<file path="config.mk">
export PLATFORM = sky130hd
export DESIGN_NAME = rational_add_mul_reduce_unit
export DESIGN_NICKNAME = d
export VERILOG_FILES = /design/src/design/ramr_pkg.sv /design/src/design/ramr_reduce.sv /design/src/design/rational_add_mul_reduce_unit.sv
export VERILOG_INCLUDE_DIRS = /design/src /design/src/design
export SDC_FILE = /design/constraint.sdc
export NUM_CORES = 2
export LEC_CHECK = 0
export ABC_AREA = 0
export BUFFER_PORTS_ARGS = -buffer_cell sky130_fd_sc_hd__buf_2
export CAP_MARGIN = 30
export CORE_MARGIN = 3
export CORE_UTILIZATION = 49
export DETAILED_ROUTE_END_ITERATION = 10
export PLACE_DENSITY = 0.66
export SYNTH_ARGS = -nofsm -noshare
export SYNTH_HDL_FRONTEND = slang
export SYNTH_SLANG_ARGS = --single-unit
</file>
<file path="constraint.sdc">
create_clock -name clock -period 24.1 [get_ports clock]
set_input_delay 2.41 -clock clock [delete_from_list [all_inputs] [get_ports clock]]
set_output_delay 2.41 -clock clock [all_outputs]
set_load 0.05 [all_outputs]
</file>
<file path="src/design/rational_add_mul_reduce_unit_defines.svh">
`ifndef RATIONAL_ADD_MUL_REDUCE_UNIT_DEFINES_SVH
`define RATIONAL_ADD_MUL_REDUCE_UNIT_DEFINES_SVH
// same-cycle implication, disabled in reset
`define RAMR_ASSERT_IMPL(lbl, clk, rst, ante, cons) \
   lbl: assert property (@(posedge clk) disable iff (rst) (ante) |-> (cons)) \
      else $error("assertion failed: implication");
// next-cycle implication, disabled in reset
`define RAMR_ASSERT_NEXT(lbl, clk, rst, ante, cons) \
   lbl: assert property (@(posedge clk) disable iff (rst) (ante) |=> (cons)) \
      else $error("assertion failed: next cycle");
`endif

</file>
<file path="src/design/ramr_pkg.sv">
`default_nettype none
package ramr_pkg;
   localparam int OPB   = 16;
   localparam int VAL_W = OPB - 1;
   localparam int NUM_W = 2 * OPB - 1;
   localparam int DEN_W = 2 * OPB - 2;
   localparam int SUB_W = NUM_W + 1;
   localparam int CNT_W = $clog2(NUM_W);

   localparam logic [2:0] OP_MAKE = 3'd0;
   localparam logic [2:0] OP_ADD  = 3'd1;
   localparam logic [2:0] OP_MUL  = 3'd2;
   localparam logic [2:0] OP_EQ   = 3'd3;
   localparam logic [2:0] OP_NE   = 3'd4;

   typedef enum logic [2:0] {
      R_IDLE, R_TWOS, R_ODDU, R_LOOP, R_DIVX, R_DIVY, R_DONE
   } red_state_type;

   typedef enum logic [3:0] {
      T_IDLE, T_GA, T_WA, T_GB, T_WB, T_DEC, T_M0, T_M1, T_M2, T_M3,
      T_GR, T_WR, T_OUT
   } top_state_type;
endpackage
`default_nettype wire

</file>
<file path="src/design/ramr_reduce.sv">
`default_nettype none
module ramr_reduce (
   input  logic                        clock,
   input  logic                        reset,
   input  logic                        start,
   input  logic [ramr_pkg::NUM_W-1:0]  x,
   input  logic [ramr_pkg::NUM_W-1:0]  y,
   output logic                        done,
   output logic [ramr_pkg::NUM_W-1:0]  qx,
   output logic [ramr_pkg::NUM_W-1:0]  qy
);
   import ramr_pkg::*;

   red_state_type state_ff, state_in;
   logic [NUM_W-1:0] x_ff, x_in, y_ff, y_in, u_ff, u_in, v_ff, v_in;
   logic [NUM_W-1:0] g_ff, g_in, rem_ff, rem_in, dvd_ff, dvd_in;
   logic [NUM_W-1:0] qx_ff, qx_in, qy_ff, qy_in;
   logic [CNT_W-1:0] k_ff, k_in, cnt_ff, cnt_in;
   logic [SUB_W-1:0] sub_a, sub_b;
   logic [SUB_W:0]   sub_d;
   logic             borrow, last;
   logic [NUM_W-1:0] rem_nx, dvd_nx;

   // the one shared subtractor, used for compare, gcd step and division
   always_comb begin
      if (state_ff == R_DIVX || state_ff == R_DIVY) begin
         sub_a = {rem_ff, dvd_ff[NUM_W-1]};
         sub_b = {1'b0, g_ff};
      end else begin
         sub_a = {1'b0, v_ff};
         sub_b = {1'b0, u_ff};
      end
      sub_d  = {1'b0, sub_a} - {1'b0, sub_b};
      borrow = sub_d[SUB_W];
      rem_nx = borrow ? sub_a[NUM_W-1:0] : sub_d[NUM_W-1:0];
      dvd_nx = {dvd_ff[NUM_W-2:0], ~borrow};
      last   = (cnt_ff == CNT_W'(NUM_W - 1));
   end

   always_comb begin
      state_in = state_ff;
      unique case (state_ff)
         R_IDLE: if (start) state_in = (x == '0 || y == '0) ? R_DONE : R_TWOS;
         R_TWOS: if (u_ff[0] || v_ff[0]) state_in = R_ODDU;
         R_ODDU: if (u_ff[0]) state_in = R_LOOP;
         R_LOOP: if (v_ff == '0) state_in = R_DIVX;
         R_DIVX: if (last) state_in = R_DIVY;
         R_DIVY: if (last) state_in = R_DONE;
         R_DONE: state_in = R_IDLE;
         default: state_in = R_IDLE;
      endcase
   end

   always_comb begin
      x_in = x_ff; y_in = y_ff; u_in = u_ff; v_in = v_ff; g_in = g_ff;
      rem_in = rem_ff; dvd_in = dvd_ff; qx_in = qx_ff; qy_in = qy_ff;
      k_in = k_ff; cnt_in = cnt_ff;
      unique case (state_ff)
         R_IDLE: if (start) begin
            x_in = x; y_in = y; u_in = x; v_in = y; k_in = '0;
            qx_in = x; qy_in = y;
         end
         R_TWOS: if (!u_ff[0] && !v_ff[0]) begin
            u_in = u_ff >> 1; v_in = v_ff >> 1; k_in = k_ff + 1'b1;
         end
         R_ODDU: if (!u_ff[0]) u_in = u_ff >> 1;
         R_LOOP: begin
            if (v_ff == '0) begin
               g_in = u_ff << k_ff; rem_in = '0; dvd_in = x_ff; cnt_in = '0;
            end else if (!v_ff[0]) begin
               v_in = v_ff >> 1;
            end else if (borrow) begin
               u_in = v_ff; v_in = u_ff;
            end else begin
               v_in = sub_d[NUM_W-1:0];
            end
         end
         R_DIVX: begin
            rem_in = rem_nx; dvd_in = dvd_nx; cnt_in = cnt_ff + 1'b1;
            if (last) begin
               qx_in = dvd_nx; rem_in = '0; dvd_in = y_ff; cnt_in = '0;
            end
         end
         R_DIVY: begin
            rem_in = rem_nx; dvd_in = dvd_nx; cnt_in = cnt_ff + 1'b1;
            if (last) qy_in = dvd_nx;
         end
         default: ;
      endcase
   end

   always_ff @(posedge clock) begin
      if (reset) state_ff <= R_IDLE;
      else       state_ff <= state_in;
      x_ff <= x_in; y_ff <= y_in; u_ff <= u_in; v_ff <= v_in; g_ff <= g_in;
      rem_ff <= rem_in; dvd_ff <= dvd_in; qx_ff <= qx_in; qy_ff <= qy_in;
      k_ff <= k_in; cnt_ff <= cnt_in;
   end

   assign done = (state_ff == R_DONE);
   assign qx   = qx_ff;
   assign qy   = qy_ff;
endmodule
`default_nettype wire

</file>
<file path="src/design/rational_add_mul_reduce_unit.sv">
// channel  | handshake            | payload
// req      | req_valid/req_ready  | req_type, req_a_num, req_a_den, req_b_num, req_b_den
// rsp      | rsp_valid/rsp_ready  | rsp_res_num, rsp_res_den, rsp_res_flag
// one beat in flight at a time; req_ready is high only while idle
// each reduction runs a binary gcd on the two parts, then two 31-step restoring
// divisions on one shared subtractor; a reduction with a zero part skips both and
// passes its parts straight through; an item takes two reductions, plus the four
// multiply states T_M0 to T_M3 and a third reduction for add and mul on non-empty
// operands; synchronous reset returns both sequencers to idle; a held rsp beat
// stalls the block
`default_nettype none
`include "rational_add_mul_reduce_unit_defines.svh"
module rational_add_mul_reduce_unit (
   input  logic                               clock,
   input  logic                               reset,
   input  logic                               req_valid,
   output logic                               req_ready,
   input  logic [2:0]                         req_type,
   input  logic signed [ramr_pkg::OPB-1:0]    req_a_num,
   input  logic signed [ramr_pkg::OPB-1:0]    req_a_den,
   input  logic signed [ramr_pkg::OPB-1:0]    req_b_num,
   input  logic signed [ramr_pkg::OPB-1:0]    req_b_den,
   output logic                               rsp_valid,
   input  logic                               rsp_ready,
   output logic [ramr_pkg::NUM_W-1:0]         rsp_res_num,
   output logic [ramr_pkg::DEN_W-1:0]         rsp_res_den,
   output logic                               rsp_res_flag
);
   import ramr_pkg::*;

   top_state_type state_ff, state_in;
   logic [2:0]       op_ff, op_in;
   logic [OPB-1:0]   an_ff, an_in, ad_ff, ad_in, bn_ff, bn_in, bd_ff, bd_in;
   logic [VAL_W-1:0] fan_ff, fan_in, fad_ff, fad_in, fbn_ff, fbn_in, fbd_ff, fbd_in;
   logic [NUM_W-1:0] rn_ff, rn_in;
   logic [DEN_W-1:0] rd_ff, rd_in, prod_ff, prod_in;
   logic             flag_ff, flag_in;
   logic             red_start, red_done, a_neg, b_neg, both, same, arith;
   logic [NUM_W-1:0] red_x, red_y, red_qx, red_qy;
   logic [VAL_W-1:0] mul_a, mul_b;

   ramr_reduce u_reduce (
      .clock (clock), .reset (reset), .start (red_start),
      .x (red_x), .y (red_y), .done (red_done), .qx (red_qx), .qy (red_qy)
   );

   always_comb begin
      a_neg = an_ff[OPB-1] | ad_ff[OPB-1];
      b_neg = bn_ff[OPB-1] | bd_ff[OPB-1];
      both  = !(fan_ff == '0 && fad_ff == '0) && !(fbn_ff == '0 && fbd_ff == '0);
      same  = (fan_ff == fbn_ff) && (fad_ff == fbd_ff);
      arith = (op_ff == OP_ADD || op_ff == OP_MUL) && both;
      red_start = (state_ff == T_GA) || (state_ff == T_GB) || (state_ff == T_GR);
      // negative parts form an empty fraction, which the reducer passes through
      red_x = '0;
      red_y = '0;
      if (state_ff == T_GA && !a_neg) begin
         red_x = NUM_W'(an_ff[VAL_W-1:0]);
         red_y = NUM_W'(ad_ff[VAL_W-1:0]);
      end else if (state_ff == T_GB && !b_neg) begin
         red_x = NUM_W'(bn_ff[VAL_W-1:0]);
         red_y = NUM_W'(bd_ff[VAL_W-1:0]);
      end else if (state_ff == T_GR) begin
         red_x = rn_ff;
         red_y = NUM_W'(rd_ff);
      end
   end

   always_comb begin
      state_in = state_ff;
      unique case (state_ff)
         T_IDLE: if (req_valid) state_in = T_GA;
         T_GA:   state_in = T_WA;
         T_WA:   if (red_done) state_in = T_GB;
         T_GB:   state_in = T_WB;
         T_WB:   if (red_done) state_in = T_DEC;
         T_DEC:  state_in = arith ? T_M0 : T_OUT;
         T_M0:   state_in = T_M1;
         T_M1:   state_in = T_M2;
         T_M2:   state_in = T_M3;
         T_M3:   state_in = T_GR;
         T_GR:   state_in = T_WR;
         T_WR:   if (red_done) state_in = T_OUT;
         T_OUT:  if (rsp_ready) state_in = T_IDLE;
         default: state_in = T_IDLE;
      endcase
   end

   always_comb begin
      op_in = op_ff; an_in = an_ff; ad_in = ad_ff; bn_in = bn_ff; bd_in = bd_ff;
      fan_in = fan_ff; fad_in = fad_ff; fbn_in = fbn_ff; fbd_in = fbd_ff;
      rn_in = rn_ff; rd_in = rd_ff; flag_in = flag_ff; prod_in = prod_ff;
      mul_a = fad_ff;
      mul_b = fbd_ff;
      unique case (state_ff)
         T_M0: begin
            mul_a = fan_ff;
            mul_b = (op_ff == OP_MUL) ? fbn_ff : fbd_ff;
         end
         T_M1: mul_b = fbn_ff;
         default: ;
      endcase
      unique case (state_ff)
         T_IDLE: if (req_valid) begin
            op_in = req_type; an_in = req_a_num; ad_in = req_a_den;
            bn_in = req_b_num; bd_in = req_b_den;
         end
         T_WA: if (red_done) begin
            fan_in = red_qx[VAL_W-1:0]; fad_in = red_qy[VAL_W-1:0];
         end
         T_WB: if (red_done) begin
            fbn_in = red_qx[VAL_W-1:0]; fbd_in = red_qy[VAL_W-1:0];
         end
         T_DEC: begin
            rn_in = '0; rd_in = '0; flag_in = 1'b0;
            case (op_ff)
               OP_MAKE: begin
                  rn_in = NUM_W'(fan_ff); rd_in = DEN_W'(fad_ff);
               end
               OP_EQ:   flag_in = both && same;
               OP_NE:   flag_in = both && !same;
               default: ;
            endcase
         end
         T_M0: prod_in = DEN_W'(mul_a * mul_b);
         T_M1: begin
            rn_in = NUM_W'(prod_ff);
            prod_in = DEN_W'(mul_a * mul_b);
         end
         T_M2: begin
            if (op_ff == OP_ADD) rn_in = rn_ff + NUM_W'(prod_ff);
            prod_in = DEN_W'(mul_a * mul_b);
         end
         T_M3: rd_in = prod_ff;
         T_WR: if (red_done) begin
            rn_in = red_qx; rd_in = red_qy[DEN_W-1:0];
         end
         default: ;
      endcase
   end

   always_ff @(posedge clock) begin
      if (reset) state_ff <= T_IDLE;
      else       state_ff <= state_in;
      op_ff <= op_in; an_ff <= an_in; ad_ff <= ad_in; bn_ff <= bn_in; bd_ff <= bd_in;
      fan_ff <= fan_in; fad_ff <= fad_in; fbn_ff <= fbn_in; fbd_ff <= fbd_in;
      rn_ff <= rn_in; rd_ff <= rd_in; flag_ff <= flag_in; prod_ff <= prod_in;
   end

   assign req_ready    = (state_ff == T_IDLE);
   assign rsp_valid    = (state_ff == T_OUT);
   assign rsp_res_num  = rn_ff;
   assign rsp_res_den  = rd_ff;
   assign rsp_res_flag = flag_ff;

   `RAMR_ASSERT_IMPL(a_one_in_flight, clock, reset, req_ready, !rsp_valid)
   `RAMR_ASSERT_IMPL(a_flag_no_parts, clock, reset, rsp_valid && rsp_res_flag,
                     rsp_res_num == '0 && rsp_res_den == '0)
   `RAMR_ASSERT_NEXT(a_accept_starts, clock, reset, req_valid && req_ready,
                     state_ff == T_GA)
endmodule
`default_nettype wire

</file>
### Word-level counts from Yosys, hierarchy flattened

Index checks and enable logic that the tools add are counted.

| storage, ports and cells | value |
|---|---|
| register bits | 514 |
| word-level logic and storage cells | 199 |
| input port bits | 71 |

| cells by class | value |
|---|---|
| reduce and logical (&&, ||, !) cells | 58 |
| add/sub/neg operators | 4 |
| multiply operators | 1 |
| equal/unequal tests | 42 |
| shift operators | 1 |
| muxes and demuxes | 63 |
| bitwise logic cells | 3 |

Operator list:

| operator | number |
|---|---|
| 31-bit two-way mux | 23 |
| 31-bit case mux with 3 select lines | 3 |
| 31-bit case mux with 4 select lines | 2 |
| 30-bit two-way mux | 4 |
| 31-bit logical NOT | 3 |
| 30-bit case mux with 3 select lines | 1 |
| 31-bit case mux with 2 select lines | 1 |
| 15-bit logical NOT | 4 |
| 15-bit two-way mux | 4 |
| 30-bit case mux with 2 select lines | 1 |
| 4-bit case mux with 13 select lines | 1 |
| 32-bit by 31-bit subtractor with 33-bit output | 1 |
| 32-bit two-way mux | 1 |
| 31-bit by 30-bit adder with 31-bit output | 1 |
| 31-bit by 5-bit << shifter with 31-bit output | 1 |
| 15-bit equality test | 2 |
| 15-bit by 15-bit multiplier with 30-bit output | 1 |
| 15-bit case mux with 2 select lines | 1 |
| 4-bit two-way mux | 6 |
| 3-bit two-way mux | 7 |
| 4-bit equality test, second input constant | 5 |
| 5-bit two-way mux | 4 |
| 2-bit by 1-bit inequality test with 1-bit output, second input constant | 9 |
| 3-bit case mux with 6 select lines | 1 |
| 29 further kinds | 85 |

### Logic depth before layout (Yosys ltp)

| logic depth | value |
|---|---|
| depth in word-level cells | 10 |
| mapped depth | 30 |
| gate-level depth less buffers | 27 |

### By module

From an unflattened synthesis, not the netlist that was laid out.

| second synthesis, totals | value |
|---|---|
| cells, all modules | 3242 |
| area total of the unflattened synthesis | 34978.5 um^2 |

By module, submodules not included:

| module | times used | area each (um^2) | cells each | sequential area each (um^2) |
|---|---|---|---|---|
| rational_add_mul_reduce_unit | 1 | 18367.6 | 1732 | 6656.4 |
| ramr_reduce | 1 | 16610.9 | 1510 | 8738.4 |

### Worst setup path before layout

Ideal clock, no wire load.

| timing path | value |
|---|---|
| kind | register -> register |
| start point | reg state_ff[2] |
| end point | reg prod_ff[29] (data pin) |
| setup time | 0.158 ns |
| cell stages (with the launch flop) | 27 |
| setup slack | 16.085 ns |
| arrival time | 7.857 ns |
| cell sequence | dfxtp_1 > buf_2 > nand2_1 > nor3_1 > buf_2 > mux2i_1 > nor2_1 > fa_1 > inv_1 > fa_1 > inv_1 > fa_1 > fa_1 > fa_1 > inv_1 > fa_1 > inv_1 > ha_1 > a21o_1 > a2111oi_0 > nor3b_1 > a311o_1 > o41a_1 > a211o_1 > a21oi_2 > and4b_1 > a211oi_2 |

| on the way | value |
|---|---|
| cells in the longest elaborated chain, start to end | 3 |

Ends and longest elaborated chain:

| what | line | RTL |
|---|---|---|
| from (decl) | rational_add_mul_reduce_unit.sv:31 | `top_state_type state_ff, state_in;` |
| from (signal assigned) | rational_add_mul_reduce_unit.sv:144 | `else state_ff <= state_in;` |
| 4-bit by 3-bit equality test with 1-bit output | rational_add_mul_reduce_unit.sv:95, rational_add_mul_reduce_unit.sv:103 |  |
| 15-bit case mux with 2 select lines or 15-bit two-way mux (tied branches) | rational_add_mul_reduce_unit.sv:95 | `unique case (state_ff)` |
| 15-bit by 15-bit multiplier with 30-bit output * | rational_add_mul_reduce_unit.sv:125, rational_add_mul_reduce_unit.sv:128, rational_add_mul_reduce_unit.sv:132 |  |
| to (signal assigned) | rational_add_mul_reduce_unit.sv:147 | `rn_ff <= rn_in; rd_ff <= rd_in; flag_ff <= flag_in; prod_ff <= prod_in;` |
| to (decl) | rational_add_mul_reduce_unit.sv:36 | `logic [DEN_W-1:0] rd_ff, rd_in, prod_ff, prod_in;` |

Every way passes the cells marked *; elsewhere a longest branch is shown, timed or not.
A chain may end at the register's enable or synchronous reset.

### Worst setup path in the final report

Same ends and word-level chain as after synthesis.

==> run_summary.xml <==
<?xml version="1.0" encoding="UTF-8"?>
<metrics>
  <group name="clock_network">
    <metric name="worst_skew_pair_later_pin_latency" unit="ns">0.62</metric>
    <metric name="number_of_buffers_added_for_setup_after_cts" unit="">0</metric>
    <metric name="clkTransAtPathRegs" unit="ns">0.07</metric>
    <metric name="max-clock-path-buffers" unit="">3</metric>
    <metric name="numCtsBuffers" unit="">56</metric>
    <metric name="cts.sinks" unit="">513</metric>
    <metric name="hold_buf_count_cts" unit="">0</metric>
    <metric name="cts_resized" unit="">0</metric>
    <metric name="clock_tree_from_tritoncts" unit="">done</metric>
    <metric name="cts_root_buffer" unit="">sky130_fd_sc_hd__clkbuf_16</metric>
    <metric name="htree_num_levels" unit="">2</metric>
  </group>
  <group name="layout">
    <metric name="final_stage_net_count" unit="">3695</metric>
    <metric name="post_route_insts_no_fill" unit="">4273</metric>
    <metric name="flip_flop_and_latch_area" unit="sq mm">0.0153</metric>
    <metric name="fin_area" unit="sq mm">0.0380</metric>
    <metric name="final_core_utilization" unit="">0.559</metric>
    <metric name="drive_above_1_share" unit="">0.120</metric>
    <metric name="area_growth_syn_to_layout" unit="%">11.9</metric>
    <metric name="multi_input_comb_area" unit="sq mm">0.0171</metric>
    <metric name="nFillCells" unit="">5965</metric>
  </group>
  <group name="power_and_ir_drop">
    <metric name="leakagePower" unit="nW">15.8</metric>
    <metric name="vdd_ir_drop_max" unit="mV">0.134</metric>
    <metric name="p_per_area" unit="mW/mm^2">129</metric>
    <metric name="total_power" unit="mW">4.91</metric>
  </group>
  <group name="yosys">
    <metric name="synth_warnings" unit="">0</metric>
    <metric name="post_synth.cell_area_avg" unit="sq um">10.7</metric>
    <metric name="synth_sequential_area_ratio" unit="">0.451</metric>
    <metric name="synth_largest_type_area_fraction" unit="">0.447</metric>
    <metric name="postSynthRegisterBits" unit="">513</metric>
    <metric name="synthesis.nets" unit="">3587</metric>
    <metric name="post_synth_arst_share" unit="">0</metric>
    <metric name="netlist.top_cell.by_area" unit="">sky130_fd_sc_hd__edfxtp_1</metric>
    <metric name="synth_ff_type" unit="">sky130_fd_sc_hd__edfxtp_1</metric>
    <metric name="mappedNetlistArea" unit="sq mm">0.0340</metric>
    <metric name="synth_enable_flop_cells" unit="">506</metric>
    <metric name="syn_inst" unit="">3189</metric>
    <metric name="synth.distinct_cells" unit="">77</metric>
    <metric name="post_synth_main_area_contributors" unit="">sky130_fd_sc_hd__edfxtp_1, sky130_fd_sc_hd__fa_1, sky130_fd_sc_hd__ha_1</metric>
  </group>
  <group name="flow_run">
    <metric name="max_cap_viols" unit="">0</metric>
  </group>
  <group name="worst_setup_path">
    <metric name="timing.critical_path.max_delay_family" unit="">adder cells</metric>
    <metric name="worst-path-buf-inv" unit="">5</metric>
    <metric name="worst_ep_arrival_time" unit="ns">9.71</metric>
    <metric name="startpoint_type" unit="">flip-flop</metric>
    <metric name="worst_path_max_delay_cell" unit="">sky130_fd_sc_hd__mux2i_1</metric>
    <metric name="crit_path_end_kind" unit="">flip-flop</metric>
    <metric name="max_stage_delay" unit="ns">0.91</metric>
    <metric name="timing.critical_path.fanout_max" unit="">27</metric>
    <metric name="criticalPathCategory" unit="">reg -&gt; reg</metric>
    <metric name="cp_common_cell" unit="">sky130_fd_sc_hd__fa_1</metric>
    <metric name="worstPathRequired" unit="ns">24.53</metric>
  </group>
  <group name="placement">
    <metric name="dp_worst_setup_slack" unit="ns">15.04</metric>
    <metric name="detailed_place.area" unit="sq mm">0.0359</metric>
    <metric name="dp.cells" unit="">4154</metric>
    <metric name="io_buffers" unit="">134</metric>
    <metric name="detailedPlacementHpwl" unit="um">81900</metric>
    <metric name="gp_routability_congestion" unit="">1.03</metric>
  </group>
  <group name="floorplanning">
    <metric name="pin_count" unit="">135</metric>
    <metric name="dieHeight" unit="um">269</metric>
    <metric name="placement_rows" unit="">95</metric>
    <metric name="die_area" unit="sq mm">0.0726</metric>
    <metric name="die_width" unit="um">269</metric>
    <metric name="initial_core_util" unit="">0.500</metric>
    <metric name="fp.coreArea" unit="sq mm">0.0680</metric>
  </group>
  <group name="routing">
    <metric name="totalWireLength" unit="um">108000</metric>
    <metric name="vias" unit="">26581</metric>
    <metric name="first_iter_violations" unit="">3209</metric>
    <metric name="dr.pass1.iters" unit="">10</metric>
    <metric name="final_antenna_net_count" unit="">0</metric>
    <metric name="route.detailed.wl_per_inst" unit="um">25.4</metric>
    <metric name="post-route-drc-count" unit="">0</metric>
    <metric name="post_drt_via_cell_ratio" unit="">6.22</metric>
  </group>
  <group name="sta">
    <metric name="fin_tns_setup" unit="ns">0</metric>
    <metric name="timing.final.setup_violations" unit="">0</metric>
    <metric name="report.final.slew_viol_count" unit="">0</metric>
    <metric name="fin_crit_sh" unit="">0.385</metric>
    <metric name="timing_worst_slew_pin_value" unit="ns">1.31</metric>
    <metric name="unrepaired_setup_endpoints_after_global_routing" unit="">no</metric>
    <metric name="hold_ws" unit="ns">0.504</metric>
    <metric name="timing_hold_violations_final" unit="">0</metric>
    <metric name="finalClockSkew" unit="ns">0.0333</metric>
    <metric name="post-route-min-period" unit="ns">9.28</metric>
    <metric name="worst_slew_margin_relative_to_its_limit" unit="">0.124</metric>
    <metric name="worst_slack" unit="ns">14.82</metric>
    <metric name="clock.fmax" unit="GHz">0.108</metric>
  </group>
  <group name="global_routing">
    <metric name="grt_antenna_before_repair" unit="">10</metric>
    <metric name="grt_first_pass_wirelength" unit="um">164000</metric>
    <metric name="grt_pass1_vias" unit="">25965</metric>
    <metric name="globalRouteOverflowTotal" unit="">0</metric>
    <metric name="globalRouteTotalUtil" unit="">0.292</metric>
    <metric name="grt_max_degree" unit="">76</metric>
  </group>
  <group name="run_status">
    <metric name="run_status" unit="">complete, no violations</metric>
  </group>
  <group name="worst_hold_path">
    <metric name="min-delay-path-class" unit="">reg -&gt; reg</metric>
  </group>
</metrics>
-- kinds of logic after synthesis --
| group | Yosys count | share of synthesized area |
|---|---|---|
| AOI/OAI and AO/OA | 690 | 0.135 |
| xor gates and xnor gates | 116 | 0.0299 |
| adders and majority gates | 327 | 0.158 |
| buffers and inverters | 450 | 0.0501 |
| DFF | 513 | 0.451 |
| muxes | 186 | 0.0597 |
| and+or+nand+nor | 907 | 0.116 |
-- worst paths after layout --
path	startpoint	endpoint	slack (ns)	cells after the start
max	state_ff[2]	prod_ff[29]	14.82	25
min	u_reduce.qy[12]	fad_ff[12]	0.50	0
max reg2reg	state_ff[2]	prod_ff[29]	14.82	25
min reg2reg	u_reduce.qy[12]	fad_ff[12]	0.50	0
-- layout by cell type, fill, tap and decap left out, types with 23 or more instances in the layout --
cell type / Yosys / layout
sky130_fd_sc_hd__a211oi_1: 26 / 26
sky130_fd_sc_hd__a21o_1: 42 / 42
sky130_fd_sc_hd__a21oi_1: 157 / 154
sky130_fd_sc_hd__a222oi_1: 51 / 51
sky130_fd_sc_hd__a22oi_1: 53 / 53
sky130_fd_sc_hd__and2_1: 26 / 24
sky130_fd_sc_hd__buf_2: 6 / 134
sky130_fd_sc_hd__buf_4: 2 / 67
sky130_fd_sc_hd__clkbuf_16: 0 / 56
sky130_fd_sc_hd__edfxtp_1: 506 / 506
sky130_fd_sc_hd__fa_1: 169 / 169
sky130_fd_sc_hd__ha_1: 158 / 158
sky130_fd_sc_hd__inv_1: 290 / 289
sky130_fd_sc_hd__mux2_2: 44 / 44
sky130_fd_sc_hd__mux2i_1: 133 / 131
sky130_fd_sc_hd__nand2_1: 382 / 381
sky130_fd_sc_hd__nand2b_1: 31 / 30
sky130_fd_sc_hd__nand3_1: 23 / 23
sky130_fd_sc_hd__nand4_1: 23 / 23
sky130_fd_sc_hd__nor2_1: 307 / 300
sky130_fd_sc_hd__nor4_1: 43 / 39
sky130_fd_sc_hd__o21ai_0: 184 / 180
sky130_fd_sc_hd__xnor2_1: 68 / 68
sky130_fd_sc_hd__xor2_1: 48 / 48
-- where the power goes --
group | internal (mW) | total, mW | switching [mW]
clock | 0.548 | 0.923 | 0.375
sequential | 1.35 | 1.57 | 0.217
combinational | 0.872 | 2.42 | 1.55
total | 2.77 | 4.91 | 2.14
-- worst reg2reg max path: stages, from the launching register on --
cell and delay [ns]:
sky130_fd_sc_hd__dfxtp_1 0.77, sky130_fd_sc_hd__nand2_1 0.28, sky130_fd_sc_hd__nor3_2 0.16, sky130_fd_sc_hd__buf_4 0.41
sky130_fd_sc_hd__mux2i_1 0.94, sky130_fd_sc_hd__nor2_1 0.17, sky130_fd_sc_hd__fa_1 0.57, sky130_fd_sc_hd__inv_1 0.06
sky130_fd_sc_hd__fa_1 0.47, sky130_fd_sc_hd__inv_1 0.05, sky130_fd_sc_hd__fa_1 0.49, sky130_fd_sc_hd__fa_1 0.51
sky130_fd_sc_hd__fa_1 0.49, sky130_fd_sc_hd__inv_1 0.05, sky130_fd_sc_hd__fa_1 0.47, sky130_fd_sc_hd__inv_1 0.04
sky130_fd_sc_hd__ha_1 0.35, sky130_fd_sc_hd__a21o_1 0.24, sky130_fd_sc_hd__a2111oi_0 0.80, sky130_fd_sc_hd__nor3b_1 0.12
sky130_fd_sc_hd__a311o_1 0.41, sky130_fd_sc_hd__o41a_1 0.40, sky130_fd_sc_hd__a211o_1 0.30, sky130_fd_sc_hd__a21oi_2 0.19
sky130_fd_sc_hd__and4b_1 0.23, sky130_fd_sc_hd__a211oi_2 0.13
-- routing by layer --
layer  vias up  routed length, um  global-route usage
met5         -                 54             0.00789
met4         8               2700              0.0672
met3       162              10400              0.0629
met2      1378              48300               0.451
met1     13334              47000               0.423
li1      11699                  -                   -
-- cells in the mapped netlist, types with 53 or more instances --
cell type and n:
sky130_fd_sc_hd__ha_1 158, sky130_fd_sc_hd__nand2_1 382, sky130_fd_sc_hd__fa_1 169, sky130_fd_sc_hd__mux2i_1 133, sky130_fd_sc_hd__a21oi_1 157, sky130_fd_sc_hd__nor2_1 307
sky130_fd_sc_hd__inv_1 290, sky130_fd_sc_hd__o21ai_0 184, sky130_fd_sc_hd__clkbuf_1 133, sky130_fd_sc_hd__edfxtp_1 506, sky130_fd_sc_hd__xnor2_1 68, sky130_fd_sc_hd__a22oi_1 53
-- area by class of cell --
type / instances / share of cell area
antenna: 7 / 0.000461
clock inverter: 35 / 0.0129
timing repair buffer: 208 / 0.0343
clock buffer: 71 / 0.0391
inverter: 292 / 0.0288
multi-input combinational: 2226 / 0.451
sequential: 513 / 0.403
tap: 921 / 0.0303
-- registers in the layout (all words and copies together) (netlist names), 30 cells and up --
signal	count
u_reduce.x_ff	31
u_reduce.rem_ff	31
u_reduce.v_ff	31
u_reduce.u_ff	31
rsp_res_den	30
u_reduce.g_ff	31
u_reduce.qx	31
prod_ff	30
rsp_res_num	31
u_reduce.qy	30
u_reduce.dvd_ff	31
u_reduce.y_ff	30
No activity file was read; power rests on OpenSTA's default activity.
